$ cat src/scta_pkg.sv
// ----------------------------------------------------------------------------
// scta_pkg
// Shared types, request codes, scancode constants and the set-1 keymaps for
// the scancode to ascii line buffer.
// ----------------------------------------------------------------------------
package scta_pkg;

    localparam int BUFFER_DEPTH_DEF = 64;
    localparam int KEYMAP_ENTRIES   = 128;
    localparam int KEYMAP_USED      = 58;

    localparam int REQ_W  = 2;
    localparam int CODE_W = 8;
    localparam int CHAR_W = 8;
    localparam int FILL_W = 7;
    localparam int OUT_DATA_W = 16;

    typedef enum logic [REQ_W-1:0] {
        REQ_SCAN  = 2'd0,
        REQ_READ  = 2'd1,
        REQ_CLEAR = 2'd2
    } req_t;

    localparam logic [CODE_W-1:0] KEY_NONE      = 8'h00;
    localparam logic [CODE_W-1:0] KEY_BACKSPACE = 8'h0E;
    localparam logic [CODE_W-1:0] KEY_LSHIFT    = 8'h2A;
    localparam logic [CODE_W-1:0] KEY_RSHIFT    = 8'h36;
    localparam logic [CODE_W-1:0] KEY_CAPS      = 8'h3A;
    localparam logic [CODE_W-1:0] KEY_UP        = 8'h48;
    localparam logic [CODE_W-1:0] KEY_LEFT      = 8'h4B;
    localparam logic [CODE_W-1:0] KEY_RIGHT     = 8'h4D;
    localparam logic [CODE_W-1:0] KEY_DOWN      = 8'h50;
    localparam logic [CODE_W-1:0] RELEASE_MASK  = 8'h80;

    localparam logic [CHAR_W-1:0] CHAR_EMPTY = 8'hFF;

    typedef struct packed {
        logic [FILL_W-1:0] fill_count;
        logic              read_empty;
        logic [CHAR_W-1:0] char_out;
    } result_t;

    localparam logic [CHAR_W-1:0] KEYMAP_LOWER [KEYMAP_USED] = '{
        8'h00, 8'h1B, 8'h31, 8'h32, 8'h33, 8'h34, 8'h35, 8'h36, 8'h37, 8'h38,
        8'h39, 8'h30, 8'h2D, 8'h3D, 8'h08, 8'h09, 8'h71, 8'h77, 8'h65, 8'h72,
        8'h74, 8'h79, 8'h75, 8'h69, 8'h6F, 8'h70, 8'h5B, 8'h5D, 8'h0A, 8'h00,
        8'h61, 8'h73, 8'h64, 8'h66, 8'h67, 8'h68, 8'h6A, 8'h6B, 8'h6C, 8'h3B,
        8'h27, 8'h60, 8'h00, 8'h5C, 8'h7A, 8'h78, 8'h63, 8'h76, 8'h62, 8'h6E,
        8'h6D, 8'h2C, 8'h2E, 8'h2F, 8'h00, 8'h2A, 8'h00, 8'h20
    };

    localparam logic [CHAR_W-1:0] KEYMAP_UPPER [KEYMAP_USED] = '{
        8'h00, 8'h1B, 8'h21, 8'h40, 8'h23, 8'h24, 8'h25, 8'h5E, 8'h26, 8'h2A,
        8'h28, 8'h29, 8'h5F, 8'h2B, 8'h08, 8'h09, 8'h51, 8'h57, 8'h45, 8'h52,
        8'h54, 8'h59, 8'h55, 8'h49, 8'h4F, 8'h50, 8'h7B, 8'h7D, 8'h0A, 8'h00,
        8'h41, 8'h53, 8'h44, 8'h46, 8'h47, 8'h48, 8'h4A, 8'h4B, 8'h4C, 8'h3A,
        8'h22, 8'h7E, 8'h00, 8'h7C, 8'h5A, 8'h58, 8'h43, 8'h56, 8'h42, 8'h4E,
        8'h4D, 8'h3C, 8'h3E, 8'h3F, 8'h00, 8'h2A, 8'h00, 8'h20
    };

    function automatic logic [CHAR_W-1:0] keymap_lookup(
        input logic [CODE_W-2:0] code,
        input logic              upper
    );
        logic [CHAR_W-1:0] ch;
        ch = '0;
        if ({1'b0, code} < 8'(KEYMAP_ENTRIES) && code < 7'(KEYMAP_USED))
        begin
            ch = upper ? KEYMAP_UPPER[code[5:0]] : KEYMAP_LOWER[code[5:0]];
        end
        return ch;
    endfunction

endpackage

$ cat src/scta_ram.sv
// ----------------------------------------------------------------------------
// scta_ram
// Generic single-clock ram, one write port and one read port with a
// registered read.
// ----------------------------------------------------------------------------
module scta_ram #(
    parameter int WIDTH = 8,
    parameter int DEPTH = 64
) (
    input  logic                     clk,
    input  logic                     wr_en,
    input  logic [$clog2(DEPTH)-1:0] wr_addr,
    input  logic [WIDTH-1:0]         wr_data,
    input  logic                     rd_en,
    input  logic [$clog2(DEPTH)-1:0] rd_addr,
    output logic [WIDTH-1:0]         rd_data
);

    logic [WIDTH-1:0] mem_reg [DEPTH];
    logic [WIDTH-1:0] rd_data_reg;

    always_ff @(posedge clk)
    begin
        if (wr_en)
        begin
            mem_reg[wr_addr] <= wr_data;
        end
        if (rd_en)
        begin
            rd_data_reg <= mem_reg[rd_addr];
        end
    end

    assign rd_data = rd_data_reg;

endmodule

$ cat src/scancode_to_ascii_line_buffer_core.sv
// ----------------------------------------------------------------------------
// scancode_to_ascii_line_buffer_core
// Set-1 keyboard scancode to ascii character queue.
//
// Input beats (s_*) carry a request kind in s_tuser: a scancode event, a read
// of one character or a clear. Each input beat gives exactly one output beat
// (m_*) with an empty flag, the fill count and, for a read, the popped character.
// Characters live in a ring ram of BUFFER_DEPTH bytes; shift and caps lock
// are kept in flops and select the lowercase or uppercase keymap.
// The output beat is registered; a read that finds a character first passes
// through S_READ, since the ring ram has a registered read port.
// Throughput: one beat per cycle, but s_tready is low in S_READ and while a
// result is parked, so a read that finds a character holds off the next beat.
// Reset clears pointers, fill count, shift and caps lock and the output
// stage; the ring contents are not cleared and need no sweep.
// When the receiver stalls, one more input beat is taken and its result is
// parked in a second output register; s_tready then drops until m_tready.
// ----------------------------------------------------------------------------
module scancode_to_ascii_line_buffer_core #(
    parameter int BUFFER_DEPTH = scta_pkg::BUFFER_DEPTH_DEF
) (
    input  logic                               clk,
    input  logic                               rst_n,
    input  logic                               s_tvalid,
    output logic                               s_tready,
    input  logic [scta_pkg::CODE_W-1:0]        s_tdata,   // scancode
    input  logic [scta_pkg::REQ_W-1:0]         s_tuser,   // req_type
    output logic                               m_tvalid,
    input  logic                               m_tready,
    output logic [scta_pkg::OUT_DATA_W-1:0]    m_tdata,   // char_out, fill_count, pad
    output logic [0:0]                         m_tuser    // read_empty
);

    import scta_pkg::*;

    localparam int PTR_W = $clog2(BUFFER_DEPTH);
    localparam int CNT_W = $clog2(BUFFER_DEPTH + 1);
    localparam logic [PTR_W-1:0] LAST_PTR  = PTR_W'(BUFFER_DEPTH - 1);
    localparam logic [CNT_W-1:0] FULL_CNT  = CNT_W'(BUFFER_DEPTH);

    typedef enum logic [1:0] {
        S_IDLE = 2'b01,
        S_READ = 2'b10
    } state_t;

    state_t            state_reg, state_next;
    logic [PTR_W-1:0]  wp_reg, wp_next;
    logic [PTR_W-1:0]  rp_reg, rp_next;
    logic [CNT_W-1:0]  held_reg, held_next;
    logic              shift_reg, shift_next;
    logic              caps_reg, caps_next;
    logic              out_valid_reg, out_valid_next;
    logic              pend_valid_reg, pend_valid_next;
    result_t           out_reg, out_next;
    result_t           pend_reg, pend_next;

    logic              s_acc;
    logic              out_free;
    logic              new_valid;
    result_t           new_res;
    logic              ram_we;
    logic              ram_re;
    logic [CHAR_W-1:0] ram_wdata;
    logic [CHAR_W-1:0] ram_rdata;
    logic [CODE_W-1:0] code;

    function automatic logic [PTR_W-1:0] ptr_inc(input logic [PTR_W-1:0] p);
        return (p == LAST_PTR) ? '0 : p + 1'b1;
    endfunction

    function automatic logic [PTR_W-1:0] ptr_dec(input logic [PTR_W-1:0] p);
        return (p == '0) ? LAST_PTR : p - 1'b1;
    endfunction

    assign code     = s_tdata;
    assign s_tready = (state_reg == S_IDLE) && !pend_valid_reg;
    assign s_acc    = s_tvalid && s_tready;
    assign out_free = !out_valid_reg || m_tready;

    scta_ram #(
        .WIDTH (CHAR_W),
        .DEPTH (BUFFER_DEPTH)
    ) u_ring (
        .clk     (clk),
        .wr_en   (ram_we),
        .wr_addr (wp_reg),
        .wr_data (ram_wdata),
        .rd_en   (ram_re),
        .rd_addr (rp_reg),
        .rd_data (ram_rdata)
    );

    always_comb
    begin
        state_next = state_reg;
        wp_next    = wp_reg;
        rp_next    = rp_reg;
        held_next  = held_reg;
        shift_next = shift_reg;
        caps_next  = caps_reg;
        ram_we     = 1'b0;
        ram_re     = 1'b0;
        ram_wdata  = keymap_lookup(code[CODE_W-2:0], shift_reg ^ caps_reg);
        new_valid  = 1'b0;
        new_res    = '0;
        unique case (state_reg)
            S_IDLE:
            begin
                if (s_acc)
                begin
                    new_valid = 1'b1;
                    unique case (req_t'(s_tuser))
                        REQ_SCAN:
                        begin
                            if (code == KEY_BACKSPACE)
                            begin
                                if (held_reg != '0)
                                begin
                                    wp_next   = ptr_dec(wp_reg);
                                    held_next = held_reg - 1'b1;
                                end
                            end
                            else if (code == KEY_UP || code == KEY_LEFT ||
                                     code == KEY_RIGHT || code == KEY_DOWN ||
                                     code == KEY_NONE)
                            begin
                                held_next = held_reg;
                            end
                            else if (code == (KEY_LSHIFT | RELEASE_MASK) ||
                                     code == (KEY_RSHIFT | RELEASE_MASK))
                            begin
                                shift_next = 1'b0;
                            end
                            else if ((code & RELEASE_MASK) != '0)
                            begin
                                held_next = held_reg;
                            end
                            else if (code == KEY_LSHIFT || code == KEY_RSHIFT)
                            begin
                                shift_next = 1'b1;
                            end
                            else if (code == KEY_CAPS)
                            begin
                                caps_next = !caps_reg;
                            end
                            else
                            begin
                                ram_we  = 1'b1;
                                wp_next = ptr_inc(wp_reg);
                                if (held_reg == FULL_CNT)
                                begin
                                    rp_next = ptr_inc(rp_reg);
                                end
                                else
                                begin
                                    held_next = held_reg + 1'b1;
                                end
                            end
                        end
                        REQ_READ:
                        begin
                            if (held_reg == '0)
                            begin
                                new_res.char_out   = CHAR_EMPTY;
                                new_res.read_empty = 1'b1;
                            end
                            else
                            begin
                                ram_re     = 1'b1;
                                rp_next    = ptr_inc(rp_reg);
                                held_next  = held_reg - 1'b1;
                                new_valid  = 1'b0;
                                state_next = S_READ;
                            end
                        end
                        REQ_CLEAR:
                        begin
                            held_next = '0;
                            rp_next   = '0;
                            wp_next   = '0;
                        end
                        default:
                        begin
                            held_next = held_reg;
                        end
                    endcase
                    new_res.fill_count = FILL_W'(held_next);
                end
            end
            S_READ:
            begin
                new_valid          = 1'b1;
                new_res.char_out   = ram_rdata;
                new_res.fill_count = FILL_W'(held_reg);
                state_next         = S_IDLE;
            end
            default:
            begin
                state_next = S_IDLE;
            end
        endcase
    end

    // two-entry output stage
    always_comb
    begin
        out_valid_next  = out_valid_reg;
        out_next        = out_reg;
        pend_valid_next = pend_valid_reg;
        pend_next       = pend_reg;
        if (out_free)
        begin
            if (pend_valid_reg)
            begin
                out_valid_next  = 1'b1;
                out_next        = pend_reg;
                pend_valid_next = new_valid;
                pend_next       = new_res;
            end
            else
            begin
                out_valid_next = new_valid;
                out_next       = new_res;
            end
        end
        else if (new_valid)
        begin
            pend_valid_next = 1'b1;
            pend_next       = new_res;
        end
    end

    always_ff @(posedge clk or negedge rst_n)
    begin
        if (!rst_n)
        begin
            state_reg      <= S_IDLE;
            wp_reg         <= '0;
            rp_reg         <= '0;
            held_reg       <= '0;
            shift_reg      <= 1'b0;
            caps_reg       <= 1'b0;
            out_valid_reg  <= 1'b0;
            pend_valid_reg <= 1'b0;
        end
        else
        begin
            state_reg      <= state_next;
            wp_reg         <= wp_next;
            rp_reg         <= rp_next;
            held_reg       <= held_next;
            shift_reg      <= shift_next;
            caps_reg       <= caps_next;
            out_valid_reg  <= out_valid_next;
            pend_valid_reg <= pend_valid_next;
        end
    end

    always_ff @(posedge clk)
    begin
        out_reg  <= out_next;
        pend_reg <= pend_next;
    end

    assign m_tvalid = out_valid_reg;
    assign m_tdata  = OUT_DATA_W'({out_reg.fill_count, out_reg.char_out});
    assign m_tuser  = out_reg.read_empty;

    a_pend_behind_out: assert property (@(posedge clk) disable iff (!rst_n)
        pend_valid_reg |-> out_valid_reg)
        else $error("parked result without a result on the output");

    a_count_bound: assert property (@(posedge clk) disable iff (!rst_n)
        held_reg <= FULL_CNT)
        else $error("fill count above ring depth");

    a_read_waits: assert property (@(posedge clk) disable iff (!rst_n)
        (s_acc && s_tuser == REQ_READ && held_reg != '0) |=> state_reg == S_READ)
        else $error("read of a held character did not wait for ram data");

    a_read_one_cycle: assert property (@(posedge clk) disable iff (!rst_n)
        state_reg == S_READ |=> state_reg == S_IDLE && (out_valid_reg || pend_valid_reg))
        else $error("read result not delivered after ram access");

    a_no_accept_in_read: assert property (@(posedge clk) disable iff (!rst_n)
        state_reg == S_READ |-> !s_tready)
        else $error("input taken while a read is in flight");

endmodule
$ cat config.mk
export PLATFORM = sky130hd
export DESIGN_NAME = scancode_to_ascii_line_buffer_core
export DESIGN_NICKNAME = d
export VERILOG_FILES = /design/src/scta_pkg.sv /design/src/scta_ram.sv /design/src/scancode_to_ascii_line_buffer_core.sv
export SDC_FILE = /design/constraint.sdc
export NUM_CORES = 1
export LEC_CHECK = 0
export BUFFER_PORTS_ARGS = -buffer_cell sky130_fd_sc_hd__buf_2
export CAP_MARGIN = 0
export CORE_AREA = 2 2 240 242
export DETAILED_ROUTE_END_ITERATION = 7
export DIE_AREA = 0 0 242 244
export GPL_TIMING_DRIVEN = 0
export SKIP_CTS_REPAIR_TIMING = 1
export SLEW_MARGIN = 5
export SYNTH_ARGS = -nofsm -noshare
export SYNTH_HDL_FRONTEND = slang
export SYNTH_SLANG_ARGS = --single-unit
$ cat constraint.sdc
create_clock -name clk -period 9.1 [get_ports clk]
set_clock_uncertainty 0.2 [all_clocks]
set_input_delay 0.91 -clock clk [delete_from_list [all_inputs] [get_ports clk]]
set_output_delay 0.91 -clock clk [all_outputs]
set_load 0.01 [all_outputs]
# After elaboration in Yosys (flattened, before gate mapping)
# Memories as Yosys holds them, arrays and structs flattened. A register that Yosys moved wholly into a read port is not among the register bits.
# Index checks and enable logic that the tools add are counted.
totals:
  reg_bits: 57
  mem_bits_rw: 512
  mem_bits_ro: 1024
  in_bits: 14
  out_inout_bits: 19
  elab_cells: 171
  mem_count: 3
classes:
  add_sub_neg: 5
  n_lt_le_gt_ge: 2
  n_eq_ne: 36
  n_mux: 76
  n_bitwise: 7
  n_reduce_logical: 28
memory_table:
  columns: ["memory", "depth", "word_bits", "rd", "rd_ports_with_merged_regs", "write_ports", "line_no", "rtl"]
  rows:
  - ["(no name shown)", 64, 8, 1, 0, 0, "scta_pkg.sv:69", "ch = upper ? KEYMAP_UPPER[code[5:0]] : KEYMAP_LOWER[code[5:0]];"]
  - ["(no name shown)", 64, 8, 1, 0, 0, "scta_pkg.sv:69", null]
  - ["u_ring.mem_reg", 64, 8, 1, 1, 1, "scta_ram.sv:19", "logic [WIDTH-1:0] mem_reg [DEPTH];"]
op_table:
  columns: ["cell", "n"]
  rows:
  - ["$mux W6", 18]
  - ["$mux W16", 5]
  - ["$mux W7", 9]
  - ["$mux W8", 6]
  - ["$eq A8 B7 Y1 const B", 4]
  - ["$mux W1", 26]
  - ["$eq A8 B6 Y1 const B", 3]
  - ["$ne A2 B2 Y1 const B", 11]
  - ["$pmux W7 S3", 1]
  - ["$mux W9", 2]
  - ["$ne A3 B3 Y1 const B", 6]
  - ["$pmux W6 S3", 1]
  - ["$reduce_and A9 Y1", 2]
  - ["$eq A8 B8 Y1 const B", 2]
  - ["$pmux W8 S2", 1]
  - ["$pmux W7 S2", 1]
  - ["$add A6 B1 Y6 const B", 2]
  - ["$eq A6 B6 Y1 const B", 2]
  - ["$pmux W6 S2", 1]
  - ["$reduce_and A11 Y1", 1]
  - ["$eq A8 B4 Y1 const B", 1]
  - ["$logic_not A8 Y1", 1]
  - ["$mux W2", 4]
  - ["$add A7 B1 Y7 const B", 1]
  - ["24 further kinds", 43]

# Logic depth before layout (Yosys ltp)
depth:
  word_depth: 13
  mapped_depth: 10
  depth_no_buf: 8

# Cells and area by module
# Synthesis repeated with hierarchy kept, for this count alone.
unflattened:
  cells_unflattened: 1532
  area_unflattened_um2: 24992.7
by_module_without_submodules:
  columns: ["mod", "instances", "cells_per_inst", "area_each_um2", "seq_area_each_um2"]
  rows:
  - ["scta_ram", 1, 967, 20318.2, 15615.0]
  - ["scancode_to_ascii_line_buffer_core", 1, 565, 4674.5, 1587.8]

# Least setup slack after synthesis
# No wires, ideal clock.
synth_path:
  path_kind: "input port to flip-flop"
  startpoint: "input port s_tdata[3] (netlist name)"
  endpoint: "memory u_ring.mem_reg[0][6] (data pin)"
  setup_ns: 0.721
  arrival_ns: 4.719
  t_required_ns: 8.179
  setup_slack_ns: 3.460
  path_stages: 8
  n_path_buf: 2
  path_cell_list: "clkbuf_1 -> buf_1 -> nand3_1 -> a21oi_1 -> nor2_1 -> a31oi_1 -> nor2_1 -> a211oi_1"
synth_between:
  elab_chain_cells: 6
  word_cells_on_any_way: 10
  classes_between: "order compare: 1; mux: 6; bitwise: 1; memory: 2"
synth_lines:
  columns: ["item", "line_no", "rtl"]
  rows:
  - ["start: declaration", "scancode_to_ascii_line_buffer_core.sv:26", "input logic [scta_pkg::CODE_W-1:0] s_tdata,"]
  - ["$not A6 Y7 (not written as such)", "scta_pkg.sv:69", null]
  - ["$mem_v2 Z64 W8", null, null]
  - ["$mux W8 (not written as such) (2 in series)", "scta_pkg.sv:69", null]
  - ["$mux W8", "scta_pkg.sv:69", null]
  - ["$mux W8 (*)", "scta_pkg.sv:67", "if ({1'b0, code} < 8'(KEYMAP_ENTRIES) && code < 7'(KEYMAP_USED))"]
  - ["via ram_wdata[6]", "scancode_to_ascii_line_buffer_core.sv:63", "logic [CHAR_W-1:0] ram_wdata;"]
  - ["end: declaration", "scta_ram.sv:19", null]
# The timed path passes the listed nets; every way through them passes the cells marked *. The select of a mux whose other input is x is not followed.

# Final worst setup path
layout_path:
  startpoint: "input port s_tdata[1] (netlist name)"
  endpoint: "memory u_ring.mem_reg[62][3] (enable)"
layout_between:
  elab_chain_cells: 12
  word_cells_on_any_way: 28
  classes_between: "eq/ne: 10; mux: 11; reduce/logical: 7"
layout_lines:
  columns: ["item", "line_no", "rtl"]
  rows:
  - ["$eq A8 B6 Y1 (tied with other cells)", "scancode_to_ascii_line_buffer_core.sv:142", "else if (code == KEY_CAPS)"]
  - ["$mux W1 (tied with other cells)", "scancode_to_ascii_line_buffer_core.sv:142", null]
  - ["$mux W1 / $logic_or A1 B1 Y1 (equally long branches)", "scancode_to_ascii_line_buffer_core.sv:138, scancode_to_ascii_line_buffer_core.sv:123", null]
  - ["$mux W1 / $logic_or A1 B1 Y1 (equally long branches)", "scancode_to_ascii_line_buffer_core.sv:134, scancode_to_ascii_line_buffer_core.sv:124", null]
  - ["$mux W1 / $logic_or A1 B1 Y1 (equally long branches)", "scancode_to_ascii_line_buffer_core.sv:129, scancode_to_ascii_line_buffer_core.sv:124", null]
  - ["$mux W1", "scancode_to_ascii_line_buffer_core.sv:123", "else if (code == KEY_UP || code == KEY_LEFT ||"]
  - ["$mux W1 (*)", "scancode_to_ascii_line_buffer_core.sv:115", "if (code == KEY_BACKSPACE)"]
  - ["$mux W1 (*)", "scancode_to_ascii_line_buffer_core.sv:112", "unique case (req_t'(s_tuser))"]
  - ["$mux W1 (*)", "scancode_to_ascii_line_buffer_core.sv:109", "if (s_acc)"]
  - ["$mux W1 (*)", "scancode_to_ascii_line_buffer_core.sv:106", "unique case (state_reg)"]
  - ["$mux W1 (*)", "scta_ram.sv:24", "if (wr_en)"]
  - ["$mux W1 (not written as such) (*)", "scta_ram.sv:26", "mem_reg[wr_addr] <= wr_data;"]
# Every way passes the cells marked *; elsewhere a longest branch is shown, timed or not.

==> qor.yml <==
synth:
  yosys_warnings: 0
  synth.cell_area_um2: 22400
  synth_edf_count: 487
  synth.area.top_cells: "edfxtp_1 (65%), mux4_2 (10%), mux2i_1 (2.9%)"
  synth.top_cells.by_count: "edfxtp_1 (487), nor2_1 (113), mux4_2 (99), nand2_1 (78), mux2i_1 (65)"
  syn_area_per_cell_um2: 16.0
  synth_area_leader_cell: "edfxtp_1"
  synthesis.nets: 1437
  synth_ff_type: "edfxtp_1"
  synthCells: 1401
  synth.yosys.seq_area_share: 0.681
  ys_types: 84
  synth.most_common_cell: "edfxtp_1"
  ys_ff_latch: 512
  async_reset_ff_frac: 0.0488
  netlist.area_leader.share: 0.653
global_route:
  grt_pass1_vias: 13200
  met2_usage: 0.310
  grt_max_degree: 41
  use_met1: 0.269
  grt_usage: 0.193
  met3_usage: 0.0363
  top_usage_layer: "met2"
  antenna_found_initial: 0
  gr-total-overflow: 0
  grt_pass1_wl_mm: 85.8
flow_run:
  maxCapViolCount: 0
worst_setup_path:
  crit_path_end_kind: "flop"
  regToRegEndpoint: "u_ring.rd_data[4]"
  crit_top_cell: "nor3_1"
  cp.arrival_ns: 4.09
  critPathMaxFanout: 12
  path_cells: "buf_2, inv_1, ha_1, nor3_1, nor4_4, nor3_1, and3_1, nand3_1, nor2_1"
  cp.required_ns: 9.13
  crit_type: "in2reg"
  worst_r2r_path_depth: 8
  critical_path_buf_inv_count: 2
  path_delay_family: "simple AND/OR/NAND/NOR gates"
  timing.rr.start: "rp_reg[1]"
  cp_num_cells: 9
  crit_slowest_cell: "nor2_1"
  critPathMaxStageDelay_ns: 0.68
  cp-start-kind: "primary input"
  reg2reg_slack_ns: 5.23
placed_design:
  port_buffers: 28
  hpwl_mm: 38.7
  pre_cts_slack_ns: 4.48
  place_area_um2: 23900
  place.gp.congestion: 0.905
floorplan:
  die_w_um: 242
  dieHeight_um: 244
  die_area_um2: 59000
  coreArea_um2: 56200
  start_util: 0.399
  io_pins: 33
  row_count: 87
finish:
  diodes: 0
  largest_reg_flops: 448
  synthToLayoutAreaGrowth_pct: 13.7
  drive_above_1_share: 0.185
  finalInstanceArea_um2: 25400
  nNetsFinal: 1536
hold_path:
  holdCritPathClass: "in2async"
timing:
  slew_headroom: 0.115
  timing_worst_slew_pin_value_ns: 1.32
  fin_hold_ws_ns: 0.150
  rsz0062_at_grt: "no"
  fin_crit_sh: 0.447
  drv_slew: 0
  fin_ws_ns: 5.04
  setup_violations: 0
  final-hold-violation-count: 0
  fin_crit_ns: 4.06
  fmax_ghz: 0.246
run_status:
  outcome: "finished, final reports clean"
drt:
  wl_per_cell_um: 24.7
  first_pass_iters: 6
  initialDrtViolationCount: 1403
  route.final.wire_length_mm: 56.8
  ant_nets: 0
  vias: 13300
  vias_per_cell: 5.78
  drc_errors: 0
cts:
  cts_max_level: 2
  clock_tree.root_cell: "clkbuf_16"
  clk_pin_slew_ns: 0.06
  clockBufferDepth: 3
  clk_latency_ns: 0.60
  cts_buffers: 52
  cts_tree: "built"
  cts_sinks: 512
pwr:
  power_mw: 6.62
  p_leak_nw: 8.36
  ir_worst_vdd_mv: 0.152
  power_density_nw_per_um2: 260
logic make-up after synthesis:
kind of cell	count (synthesis)	share of synthesized area
AO/OA/AOI/OAI	271	0.0820
multiplexers	173	0.133
AND/OR/NAND/NOR	303	0.0656
buffers and inverters	110	0.0219
XOR/XNOR	8	0.00313
adder cells (fa/ha/maj)	23	0.0127
flip-flops	512	0.681
other	1	0.000168
cells in the final DEF (no fill, tap or decap), types with 48 or more instances in the layout:
cell,n
edfxtp_1,487
nor2_1,113
mux4_2,99
nand2_1,78
mux2i_1,65
clkbuf_1,60
a21oi_1,56
o21ai_0,55
clkbuf_16,53
buf_2,48
metrics by stage:
stage	instances	setup TNS, ns	utilization
after floorplan	1401	0	-
after CTS	2295	0	0.453
final	2295	0	0.453
after global placement	2185	-48.52	0.418
after global routing	2295	0	0.453
after detailed placement	2202	0	0.425
final cells by class:
cell class	instances	area, um^2
clock inverter	28	206
fill	4935	30700
timing repair buffer	45	444
buffer	86	400
sequential	512	15300
inverter	24	90.1
tap	756	946
clock buffer	65	1370
multi-input combinational	779	6740
power breakdown:
part	switching (mW)	internal, mW
sequential	0.0445	2.72
combinational	1.12	0.719
clock	0.888	1.13
total	2.06	4.57
routing by layer:
metal,up-vias,routed length [um]
met3,101,3670
li1,5843,-
met4,0,1700
met1,6812,24600
met5,-,0
met2,502,26800
how the worst max path moves through the flow:
stage / slack [ns] / from / endpoint
global placement: -0.76 / s_tdata[3] / u_ring.mem_reg[2][6]
detailed placement: 4.48 / s_tdata[1] / u_ring.mem_reg[63][1]
floorplan: 3.46 / s_tdata[3] / u_ring.mem_reg[0][6]
finish: 5.04 / s_tdata[1] / u_ring.mem_reg[62][3]
CTS: 5.08 / s_tdata[1] / u_ring.mem_reg[63][4]
global route: 4.80 / s_tdata[1] / u_ring.mem_reg[63][2]
No activity file was read; power rests on OpenSTA's default activity.
